### config.mk
export PLATFORM = sky130hd
export DESIGN_NAME = hotkey_chord_detector
export DESIGN_NICKNAME = d
export VERILOG_FILES = /design/src/sv/hkcd_pkg.sv /design/src/sv/hotkey_chord_detector.sv /design/src/sv/hkcd_ram.sv /design/src/sv/hkcd_ctrl.sv /design/src/sv/hkcd_datapath.sv
export SDC_FILE = /design/constraint.sdc
export NUM_CORES = 1
export LEC_CHECK = 0
export BUFFER_PORTS_ARGS = -buffer_cell sky130_fd_sc_hd__buf_4
export CELL_PAD_IN_SITES_DETAIL_PLACEMENT = 0
export CELL_PAD_IN_SITES_GLOBAL_PLACEMENT = 2
export CORE_AREA = 3 3 248 250
export CTS_BUF_LIST = sky130_fd_sc_hd__clkbuf_4 sky130_fd_sc_hd__clkbuf_8
export CTS_CLUSTER_DIAMETER = 200
export DETAILED_ROUTE_END_ITERATION = 7
export DIE_AREA = 0 0 251 253
export PLACE_DENSITY = 0.88
export SLEW_MARGIN = 0
export SYNTH_ARGS = -nofsm -noshare
export SYNTH_HDL_FRONTEND = slang
export SYNTH_HIERARCHICAL = 1
export SYNTH_SLANG_ARGS = --single-unit
### constraint.sdc
create_clock -name clk -period 10.7 [get_ports clk]
set_input_delay 0.535 -clock clk [delete_from_list [all_inputs] [get_ports clk]]
set_output_delay 0.535 -clock clk [all_outputs]
set_load 0.005 [all_outputs]
### src/sv/hkcd_pkg.sv
// Shared types and constants for the hotkey chord detector.
`timescale 1ns / 1ps

package hkcd_pkg;

    localparam int NUM_SHORTCUTS_DEF     = 7;
    localparam int KEYS_PER_SHORTCUT_DEF = 4;

    localparam int KEY_SPACE  = 256;
    localparam int KEY_W      = $clog2(KEY_SPACE);
    localparam int KEYS_MAX   = 4;
    localparam int POS_W      = 2;
    localparam int CNT_W      = 3;
    localparam int CODE_LSB   = 4;
    localparam int SLOT_REG_W = CODE_LSB + KEYS_MAX * KEY_W;
    localparam int SLOT_REGS  = 7;
    localparam int IDX_W      = 3;
    localparam int CFG_IDX_W  = 3;

    localparam logic [CFG_IDX_W-1:0] CFG_LISTEN = CFG_IDX_W'(SLOT_REGS);

    typedef enum logic {
        OP_KEY,
        OP_SCAN
    } op_t;

    typedef struct packed {
        op_t              opcode;
        logic [KEY_W-1:0] key_code;
        logic             key_is_down;
        logic             window_focused;
    } in_t;

    typedef struct packed {
        logic [IDX_W-1:0] shortcut_index;
        logic             fired;
        logic             last_of_scan;
    } out_t;

    typedef enum logic [2:0] {
        ST_CLEAR,
        ST_IDLE,
        ST_SLOT,
        ST_EVAL,
        ST_DONE
    } state_t;

    typedef struct packed {
        logic clr_step;
        logic in_take;
        logic slot_start;
        logic eval;
        logic done_load;
    } cmd_t;

    typedef struct packed {
        logic clear_last;
        logic scan_req;
        logic slot_empty;
        logic eval_stop;
        logic out_free;
        logic last_slot;
    } stat_t;

endpackage

### src/sv/hotkey_chord_detector.sv
// Top level of the hotkey chord detector: controller, datapath and checks.
`timescale 1ns / 1ps

// Keeps a 256-key down map and up to seven shortcut registers. A key event request
// (opcode 0) writes one map bit and is taken whenever the detector is idle. A scan request
// (opcode 1) walks the shortcuts in order and returns one result per shortcut,
// last_of_scan marking the final one; the keys of each shortcut are read one at a
// time, last to first, through the key map RAM's single read port, and a finished
// result waits in place while the result side stalls.
// No request is taken during a scan. After reset a clearing pass zeroes every
// entry of the key map; requests stall during it, configuration writes are taken.
module hotkey_chord_detector #(
    parameter int NUM_SHORTCUTS     = hkcd_pkg::NUM_SHORTCUTS_DEF,
    parameter int KEYS_PER_SHORTCUT = hkcd_pkg::KEYS_PER_SHORTCUT_DEF
) (
    input  logic                            clk,
    input  logic                            rst_n,
    input  logic                            item_valid,
    output logic                            item_stall,
    input  hkcd_pkg::in_t                   item,
    output logic                            result_valid,
    input  logic                            result_stall,
    output hkcd_pkg::out_t                  result,
    input  logic                            cfg_valid,
    output logic                            cfg_ready,
    input  logic [hkcd_pkg::CFG_IDX_W-1:0]  cfg_index,
    input  logic [hkcd_pkg::SLOT_REG_W-1:0] cfg_data
);

    hkcd_pkg::cmd_t  cmd;
    hkcd_pkg::stat_t stat;

    assign cfg_ready = 1'b1;

    hkcd_ctrl u_ctrl (
        .clk        (clk),
        .rst_n      (rst_n),
        .item_valid (item_valid),
        .item_stall (item_stall),
        .stat       (stat),
        .cmd        (cmd)
    );

    hkcd_datapath #(
        .NUM_SHORTCUTS     (NUM_SHORTCUTS),
        .KEYS_PER_SHORTCUT (KEYS_PER_SHORTCUT)
    ) u_datapath (
        .clk          (clk),
        .rst_n        (rst_n),
        .item         (item),
        .cfg_we       (cfg_valid && cfg_ready),
        .cfg_index    (cfg_index),
        .cfg_data     (cfg_data),
        .cmd          (cmd),
        .stat         (stat),
        .result_valid (result_valid),
        .result_stall (result_stall),
        .result       (result)
    );

    // the final result of a scan reports the highest shortcut, and only it
    a_last_marks_final: assert property (@(posedge clk) disable iff (!rst_n)
        result_valid |-> (result.last_of_scan ==
            (result.shortcut_index == hkcd_pkg::IDX_W'(NUM_SHORTCUTS - 1))))
        else $error("last_of_scan does not match shortcut index");

    // an accepted scan blocks further requests while it runs
    a_scan_blocks: assert property (@(posedge clk) disable iff (!rst_n)
        (item_valid && !item_stall && item.opcode == hkcd_pkg::OP_SCAN) |=> item_stall)
        else $error("request taken while a scan is running");

    // hold a stalled result until it is taken
    a_result_hold: assert property (@(posedge clk) disable iff (!rst_n)
        (result_valid && result_stall) |=> (result_valid && $stable(result)))
        else $error("stalled result changed");

endmodule

### src/sv/hkcd_ram.sv
// Generic single-write, single-read RAM with registered read data.
`timescale 1ns / 1ps

module hkcd_ram #(
    parameter int WIDTH = 1,
    parameter int DEPTH = 256
) (
    input  logic                     clk,
    input  logic                     we,
    input  logic [$clog2(DEPTH)-1:0] waddr,
    input  logic [WIDTH-1:0]         wdata,
    input  logic [$clog2(DEPTH)-1:0] raddr,
    output logic [WIDTH-1:0]         rdata
);

    logic [WIDTH-1:0] mem [DEPTH];

    always_ff @(posedge clk)
    begin
        if (we)
        begin
            mem[waddr] <= wdata;
        end
        rdata <= mem[raddr];
    end

endmodule

### src/sv/hkcd_ctrl.sv
// Controller state machine: clearing pass, request intake and the shortcut walk.
`timescale 1ns / 1ps

module hkcd_ctrl (
    input  logic              clk,
    input  logic              rst_n,
    input  logic              item_valid,
    output logic              item_stall,
    input  hkcd_pkg::stat_t   stat,
    output hkcd_pkg::cmd_t    cmd
);

    hkcd_pkg::state_t state_reg, state_next;

    always_ff @(posedge clk or negedge rst_n)
    begin
        if (!rst_n)
        begin
            state_reg <= hkcd_pkg::ST_CLEAR;
        end
        else
        begin
            state_reg <= state_next;
        end
    end

    always_comb
    begin
        state_next = state_reg;
        case (state_reg)
            hkcd_pkg::ST_CLEAR:
            begin
                if (stat.clear_last)
                begin
                    state_next = hkcd_pkg::ST_IDLE;
                end
            end
            hkcd_pkg::ST_IDLE:
            begin
                if (item_valid && stat.scan_req)
                begin
                    state_next = hkcd_pkg::ST_SLOT;
                end
            end
            hkcd_pkg::ST_SLOT:
            begin
                state_next = stat.slot_empty ? hkcd_pkg::ST_DONE : hkcd_pkg::ST_EVAL;
            end
            hkcd_pkg::ST_EVAL:
            begin
                if (stat.eval_stop)
                begin
                    state_next = hkcd_pkg::ST_DONE;
                end
            end
            hkcd_pkg::ST_DONE:
            begin
                // hold until the output register can take the result
                if (stat.out_free)
                begin
                    state_next = stat.last_slot ? hkcd_pkg::ST_IDLE : hkcd_pkg::ST_SLOT;
                end
            end
            default:
            begin
                state_next = hkcd_pkg::ST_CLEAR;
            end
        endcase
    end

    always_comb
    begin
        item_stall     = (state_reg != hkcd_pkg::ST_IDLE);
        cmd.clr_step   = (state_reg == hkcd_pkg::ST_CLEAR);
        cmd.in_take    = (state_reg == hkcd_pkg::ST_IDLE) && item_valid;
        cmd.slot_start = (state_reg == hkcd_pkg::ST_SLOT);
        cmd.eval       = (state_reg == hkcd_pkg::ST_EVAL);
        cmd.done_load  = (state_reg == hkcd_pkg::ST_DONE) && stat.out_free;
    end

endmodule

### src/sv/hkcd_datapath.sv
// Datapath: key map RAM, shortcut registers, per-key history and result register.
`timescale 1ns / 1ps

module hkcd_datapath #(
    parameter int NUM_SHORTCUTS     = hkcd_pkg::NUM_SHORTCUTS_DEF,
    parameter int KEYS_PER_SHORTCUT = hkcd_pkg::KEYS_PER_SHORTCUT_DEF
) (
    input  logic                                clk,
    input  logic                                rst_n,
    input  hkcd_pkg::in_t                       item,
    input  logic                                cfg_we,
    input  logic [hkcd_pkg::CFG_IDX_W-1:0]      cfg_index,
    input  logic [hkcd_pkg::SLOT_REG_W-1:0]     cfg_data,
    input  hkcd_pkg::cmd_t                      cmd,
    output hkcd_pkg::stat_t                     stat,
    output logic                                result_valid,
    input  logic                                result_stall,
    output hkcd_pkg::out_t                      result
);

    localparam int SLOT_W = (NUM_SHORTCUTS > 1) ? $clog2(NUM_SHORTCUTS) : 1;
    localparam int NREG   = (NUM_SHORTCUTS < hkcd_pkg::SLOT_REGS) ?
                            NUM_SHORTCUTS : hkcd_pkg::SLOT_REGS;
    localparam int KW     = hkcd_pkg::KEY_W;
    localparam int KM     = hkcd_pkg::KEYS_MAX;
    localparam int PW     = hkcd_pkg::POS_W;
    localparam int CW     = hkcd_pkg::CNT_W;
    localparam int RW     = hkcd_pkg::SLOT_REG_W;

    logic                 listen_reg, listen_next;
    logic [RW-1:0]        slot_reg [NREG];
    logic [RW-1:0]        slot_next [NREG];
    logic [KM-1:0]        held_reg [NREG];
    logic [KM-1:0]        held_next [NREG];
    logic [KW-1:0]        clr_cnt_reg, clr_cnt_next;
    logic [SLOT_W-1:0]    slot_cnt_reg, slot_cnt_next;
    logic [PW-1:0]        pos_reg, pos_next;
    logic [KM-1:0]        hist_reg, hist_next;
    logic                 release_reg, release_next;
    logic                 cond_reg, cond_next;
    logic                 released_reg, released_next;
    logic                 fail_reg, fail_next;
    logic                 empty_reg, empty_next;
    logic                 focused_reg, focused_next;
    logic                 result_valid_reg, result_valid_next;
    hkcd_pkg::out_t       result_reg, result_next;

    logic [RW-1:0]        sel;
    logic [KM-1:0]        sel_held;
    logic [KW-1:0]        code [KM];
    logic [CW-1:0]        key_cnt;
    logic [CW-1:0]        eff_cnt;
    logic [CW-1:0]        start_pos_wide;
    logic [PW-1:0]        rd_pos;
    logic                 slot_empty;
    logic                 last_slot;
    logic                 fired;

    logic                 ram_we;
    logic [KW-1:0]        ram_waddr;
    logic                 ram_wdata;
    logic [KW-1:0]        ram_raddr;
    logic                 ram_rdata;

    logic                 held;
    logic                 prev_held;
    logic [KM-1:0]        ev_hist;
    logic                 ev_cond;
    logic                 ev_released;
    logic                 ev_fail;
    logic                 ev_stop;

    hkcd_ram #(
        .WIDTH (1),
        .DEPTH (hkcd_pkg::KEY_SPACE)
    ) u_key_map (
        .clk   (clk),
        .we    (ram_we),
        .waddr (ram_waddr),
        .wdata (ram_wdata),
        .raddr (ram_raddr),
        .rdata (ram_rdata)
    );

    // select the shortcut under scan
    always_comb
    begin
        sel      = '0;
        sel_held = '0;
        for (int i = 0; i < NREG; i++)
        begin
            if (slot_cnt_reg == SLOT_W'(i))
            begin
                sel      = slot_reg[i];
                sel_held = held_reg[i];
            end
        end
        for (int j = 0; j < KM; j++)
        begin
            code[j] = sel[hkcd_pkg::CODE_LSB + KW * j +: KW];
        end
    end

    always_comb
    begin
        key_cnt        = sel[CW:1];
        eff_cnt        = (key_cnt > CW'(KEYS_PER_SHORTCUT)) ? CW'(KEYS_PER_SHORTCUT) : key_cnt;
        start_pos_wide = eff_cnt - CW'(1);
        slot_empty     = (key_cnt == '0);
        rd_pos         = cmd.slot_start ? start_pos_wide[PW-1:0] : pos_reg - PW'(1);
        last_slot      = (slot_cnt_reg == SLOT_W'(NUM_SHORTCUTS - 1));
        fired          = !empty_reg && (release_reg ? (released_reg && cond_reg) : !fail_reg);
    end

    always_comb
    begin
        ram_we    = cmd.clr_step || (cmd.in_take && item.opcode == hkcd_pkg::OP_KEY);
        ram_waddr = cmd.clr_step ? clr_cnt_reg : item.key_code;
        ram_wdata = cmd.clr_step ? 1'b0 : item.key_is_down;
        ram_raddr = code[rd_pos];
    end

    // check one key, last to first
    always_comb
    begin
        held        = ram_rdata && (focused_reg || listen_reg);
        prev_held   = hist_reg[pos_reg];
        ev_hist     = hist_reg;
        ev_cond     = cond_reg;
        ev_released = released_reg;
        ev_fail     = fail_reg;
        ev_stop     = (pos_reg == '0);
        if (held)
        begin
            if (release_reg && !prev_held)
            begin
                ev_cond = 1'b0;
            end
            ev_hist[pos_reg] = 1'b1;
        end
        else
        begin
            ev_hist[pos_reg] = 1'b0;
            if (!release_reg)
            begin
                ev_fail = 1'b1;
                ev_stop = 1'b1;
            end
            else if (prev_held)
            begin
                ev_released = 1'b1;
            end
            else
            begin
                ev_cond = 1'b0;
                ev_stop = 1'b1;
            end
        end
    end

    always_comb
    begin
        listen_next       = listen_reg;
        slot_next         = slot_reg;
        held_next         = held_reg;
        clr_cnt_next      = clr_cnt_reg;
        slot_cnt_next     = slot_cnt_reg;
        pos_next          = pos_reg;
        hist_next         = hist_reg;
        release_next      = release_reg;
        cond_next         = cond_reg;
        released_next     = released_reg;
        fail_next         = fail_reg;
        empty_next        = empty_reg;
        focused_next      = focused_reg;
        result_valid_next = result_valid_reg;
        result_next       = result_reg;

        if (cmd.clr_step)
        begin
            clr_cnt_next = clr_cnt_reg + KW'(1);
        end

        if (cfg_we)
        begin
            for (int i = 0; i < NREG; i++)
            begin
                if (cfg_index == hkcd_pkg::CFG_IDX_W'(i))
                begin
                    slot_next[i] = cfg_data;
                    held_next[i] = '0;
                end
            end
            if (cfg_index == hkcd_pkg::CFG_LISTEN)
            begin
                listen_next = cfg_data[0];
            end
        end

        if (cmd.in_take && item.opcode == hkcd_pkg::OP_SCAN)
        begin
            focused_next = item.window_focused;
        end

        if (cmd.slot_start)
        begin
            pos_next      = start_pos_wide[PW-1:0];
            hist_next     = sel_held;
            release_next  = sel[0];
            cond_next     = 1'b1;
            released_next = 1'b0;
            fail_next     = 1'b0;
            empty_next    = slot_empty;
        end

        if (cmd.eval)
        begin
            pos_next      = pos_reg - PW'(1);
            hist_next     = ev_hist;
            cond_next     = ev_cond;
            released_next = ev_released;
            fail_next     = ev_fail;
        end

        if (cmd.done_load)
        begin
            result_valid_next          = 1'b1;
            result_next.shortcut_index = hkcd_pkg::IDX_W'(slot_cnt_reg);
            result_next.fired          = fired;
            result_next.last_of_scan   = last_slot;
            if (!empty_reg)
            begin
                for (int i = 0; i < NREG; i++)
                begin
                    if (slot_cnt_reg == SLOT_W'(i))
                    begin
                        held_next[i] = hist_reg;
                    end
                end
            end
            slot_cnt_next = last_slot ? '0 : slot_cnt_reg + SLOT_W'(1);
        end
        else if (!result_stall)
        begin
            result_valid_next = 1'b0;
        end
    end

    always_ff @(posedge clk or negedge rst_n)
    begin
        if (!rst_n)
        begin
            listen_reg       <= 1'b0;
            for (int i = 0; i < NREG; i++)
            begin
                slot_reg[i] <= '0;
                held_reg[i] <= '0;
            end
            clr_cnt_reg      <= '0;
            slot_cnt_reg     <= '0;
            result_valid_reg <= 1'b0;
        end
        else
        begin
            listen_reg       <= listen_next;
            slot_reg         <= slot_next;
            held_reg         <= held_next;
            clr_cnt_reg      <= clr_cnt_next;
            slot_cnt_reg     <= slot_cnt_next;
            result_valid_reg <= result_valid_next;
        end
    end

    always_ff @(posedge clk)
    begin
        pos_reg      <= pos_next;
        hist_reg     <= hist_next;
        release_reg  <= release_next;
        cond_reg     <= cond_next;
        released_reg <= released_next;
        fail_reg     <= fail_next;
        empty_reg    <= empty_next;
        focused_reg  <= focused_next;
        result_reg   <= result_next;
    end

    always_comb
    begin
        stat.clear_last = (clr_cnt_reg == KW'(hkcd_pkg::KEY_SPACE - 1));
        stat.scan_req   = (item.opcode == hkcd_pkg::OP_SCAN);
        stat.slot_empty = slot_empty;
        stat.eval_stop  = ev_stop;
        stat.out_free   = !result_valid_reg || !result_stall;
        stat.last_slot  = last_slot;
        result_valid    = result_valid_reg;
        result          = result_reg;
    end

endmodule
==> impl_results.md <==
- Global routing usage on met2: 37.52%
- Post-synth EDFFs: 273
- Fin cells: 3220
- Clock Pin Slew Worst Setup and Hold Paths: around 60 ps
- Vias: ~18000
- Final hold violations: 0
- Num Clock Sinks: 570
- Hold WC Path Type: primary input to flop
- Hold_sp: cfg_data[21]
- Cells resized by post-CTS repair: 0
- Core footprint: 59240 sq um
- Initial Util: between 40% and 50%
- Grt met3 use: under 10%
- VDD IR max: 0.09619 mV
- Post-synth top cells: nand2_1 (553), nor2_1 (315), dfrtp_1 (296)
- Setup crit end kind: flop
- Ranking of synthesized cells by area: edfxtp_1 (31%), dfrtp_1 (28%), nand2_1 (7.9%)
- Cts hold-fix bufs: 2
- Async SR Flop Fraction: 51.93%
- Least-Margin Pin Slew: 1238 ps
- Synth cell types: 72
- Fin crit share: 59.84%
- Remaining DRCs: 0
- Initial antenna violation count: 3
- Die Footprint: roughly 64000 sq um
- WP data arrival: around 7000 ps
- Most frequent cell after synthesis: nand2_1
- Total CTS buffers: 98
- Share of Yosys cell area claimed by the top area cell type: 31.36%
- IO Pins: 63
- Mapped Area: ~26000 sq um
- Primary FF master, synth: dfrtp_1
- Ant diodes: 0
- DIE HEIGHT: 253 um
- RSZ-0062 raised after global routing: false
- Detailed Place HPWL: 43400 um
- H-tree level count: 3
- ANT nets after route: 0
- CTS tree: built
- DIE WIDTH: 251 um
- Root buffer selected by CTS: clkbuf_8
- Reg2Reg Launch Point: u_datapath/slot_cnt_reg[2]
- Total Routed Length: about 72000 um
- Req. time, crit path: 11290 ps
- Post-Route Setup TNS: 0 ps
- IO buf count: 61
- Pleak: 11.94 nW
- Yosys top cell by area: edfxtp_1
- Final WS setup: 4297 ps
- Post-CTS Setup Inserts: 0
- 1st-pass router iterations: 6
- Worst Setup SP: u_datapath/slot_cnt_reg[2]
- Filler cells: 5265
- Tmin final: approximately 6400 ps
- Per-cell routed wire length: around 22 um
- Placed cell count: 3039
- Critical path class: flop to flop
- Layout cells sized above 1: 19.25%
- Crit-path cells: clkinv_1, ha_1, or2_1, a211o_1, a32o_2, a31oi_2, mux4_4, buf_4, mux4_2, mux4_2, mux2i_1, o22ai_1, a21oi_1, a22oi_1
- Slew Limit Fails: 0
- Nets: 2429
- Slew margin rel.: between 15 and 20%
- Total Routing Usage GR: 22.66%
- Critical Path Fanout Max: 27
- Worst Path Buf+Inv: 2
- Most Crowded Layer GR: met2
- Seq cells post-synth: 570
- CP most frequent cell: mux4_2
- Drt via density: around 5.7
- Met1 GRT Util: 29.74%
- Seq/Total Area, Yosys: 59.77%
- First-pass GRT wire length: 110600 um
- Mean Syn Cell Area: 11.22 sq um
- Post-Synthesis Cells: between 2000 and 2500
- Worst clock skew: 41.50 ps
- Initial drt markers: 1449
- Type of origin of the critical path: flop
- CP top delay family: multiplexers
- Largest net degree at the start of global routing: 132
- Row cnt: 89
- Ys Warns: 6
- Largest register FFs: 256
- Syn nets: between 2000 and 2500
- Critical-path top delay cell: mux4_4
- Area growth syn-to-layout: 12.63%
- Grt ovf: 0
- Setup violators final: 0
- Setup WS pre-CTS: ~4400 ps
- PD cells: ~190 nW/um^2
- Max-cap violations: 0
- Max Fclk: between 0.15 and 0.2 GHz
- Status: finished, final reports clean
- GP Congestion: 0.8495
- Longest Clk Path Bufs: 3
- Largest stage delay, worst path: slightly below 900 ps
- Clock insertion delay at the later pin of the skew report: 710 ps
- Vias in the first global route: 18590
## worst paths after layout
kind,end,slack (ps),cells after the start
setup / recovery,u_datapath/u_key_map/rdata,4300,14
hold / removal,u_datapath/slot_reg[93],80,3
setup reg to reg,u_datapath/u_key_map/rdata,4300,14
hold reg to reg,u_datapath/slot_reg[99],470,2
max in group asynchronous,u_datapath/slot_reg[193],8040,4
min in group asynchronous,u_datapath/slot_reg[213],530,2
## worst register-to-register path: cells and delay by family, from the launching register on
kind | cells | cell delay (ps)
mux | 4 | 2280
compound gates | 6 | 1790
buf+inv | 2 | 1060
fa+ha+maj | 1 | 460
simple gates | 1 | 370
flops | 1 | 350
## cell usage in the layout (no fill, tap or decap), drive strengths merged, types with 11 or more instances in the layout
| cell type | count |
|---|---|
| mux2i | 114 |
| nor2b | 18 |
| nor2 | 316 |
| a22oi | 20 |
| mux4 | 46 |
| nand2b | 12 |
| nor3 | 11 |
| o21ai | 78 |
| a22o | 12 |
| clkinv | 20 |
| dfrtp | 296 |
| edfxtp | 273 |
| nand3 | 20 |
| o22ai | 38 |
| clkbuf | 143 |
| a21oi | 57 |
| buf | 94 |
| inv | 30 |
| nand2 | 553 |
| mux2 | 126 |
| bufinv | 11 |
| o221ai | 17 |
| o211ai | 18 |
## through the flow
stage / cell area (sq um) / hold WS [ps] / total power [mW] / util, %
detailed placement: 27170 / 460.3 / 3.263 / 45.87
global route: 29450 / 43.67 / 5.702 / 49.70
finish: 29450 / 82.47 / 5.465 / 49.70
floorplan: 26140 / 239.4 / 3.047 / -
global placement: 27170 / 454.0 / 3.242 / 45.87
CTS: 29450 / 24.19 / 5.520 / 49.70
## metal layers
metal / up-vias / routed length [um]
met2: 569 / 34460
met1: 9198 / 30490
met4: 6 / 2354
met5: - / 41
li1: 8275 / -
met3: 148 / 4285
## final cells by class
cell class,instances,area (sq um),area share [%]
Sequential cell,570,15630,53.08
Multi-Input combinational cell,1576,9766,33.16
Clock buffer,143,1749,5.940
Tap cell,773,967.2,3.285
Timing Repair Buffer,96,733.2,2.490
Clock inverter,36,501.7,1.704
Inverter,26,97.59,0.3314
## kinds of logic after synthesis
kind of cell / Yosys count / synth area share, %
fa+ha+maj: 6 / 0.2871
compound gates: 299 / 7.605
xor+xnor: 9 / 0.3303
simple gates: 975 / 15.07
buf+inv: 185 / 3.178
other cells: 1 / 0.01434
mux: 286 / 13.75
flops: 570 / 59.77
## report_power, final
| group | internal (mW) | switching, mW |
|---|---|---|
| logic | 0.291 | 0.345 |
| clock network | 1.33 | 0.915 |
| registers | 2.48 | 0.109 |
| total | 4.10 | 1.37 |
Power figures use the tool's default switching activity.
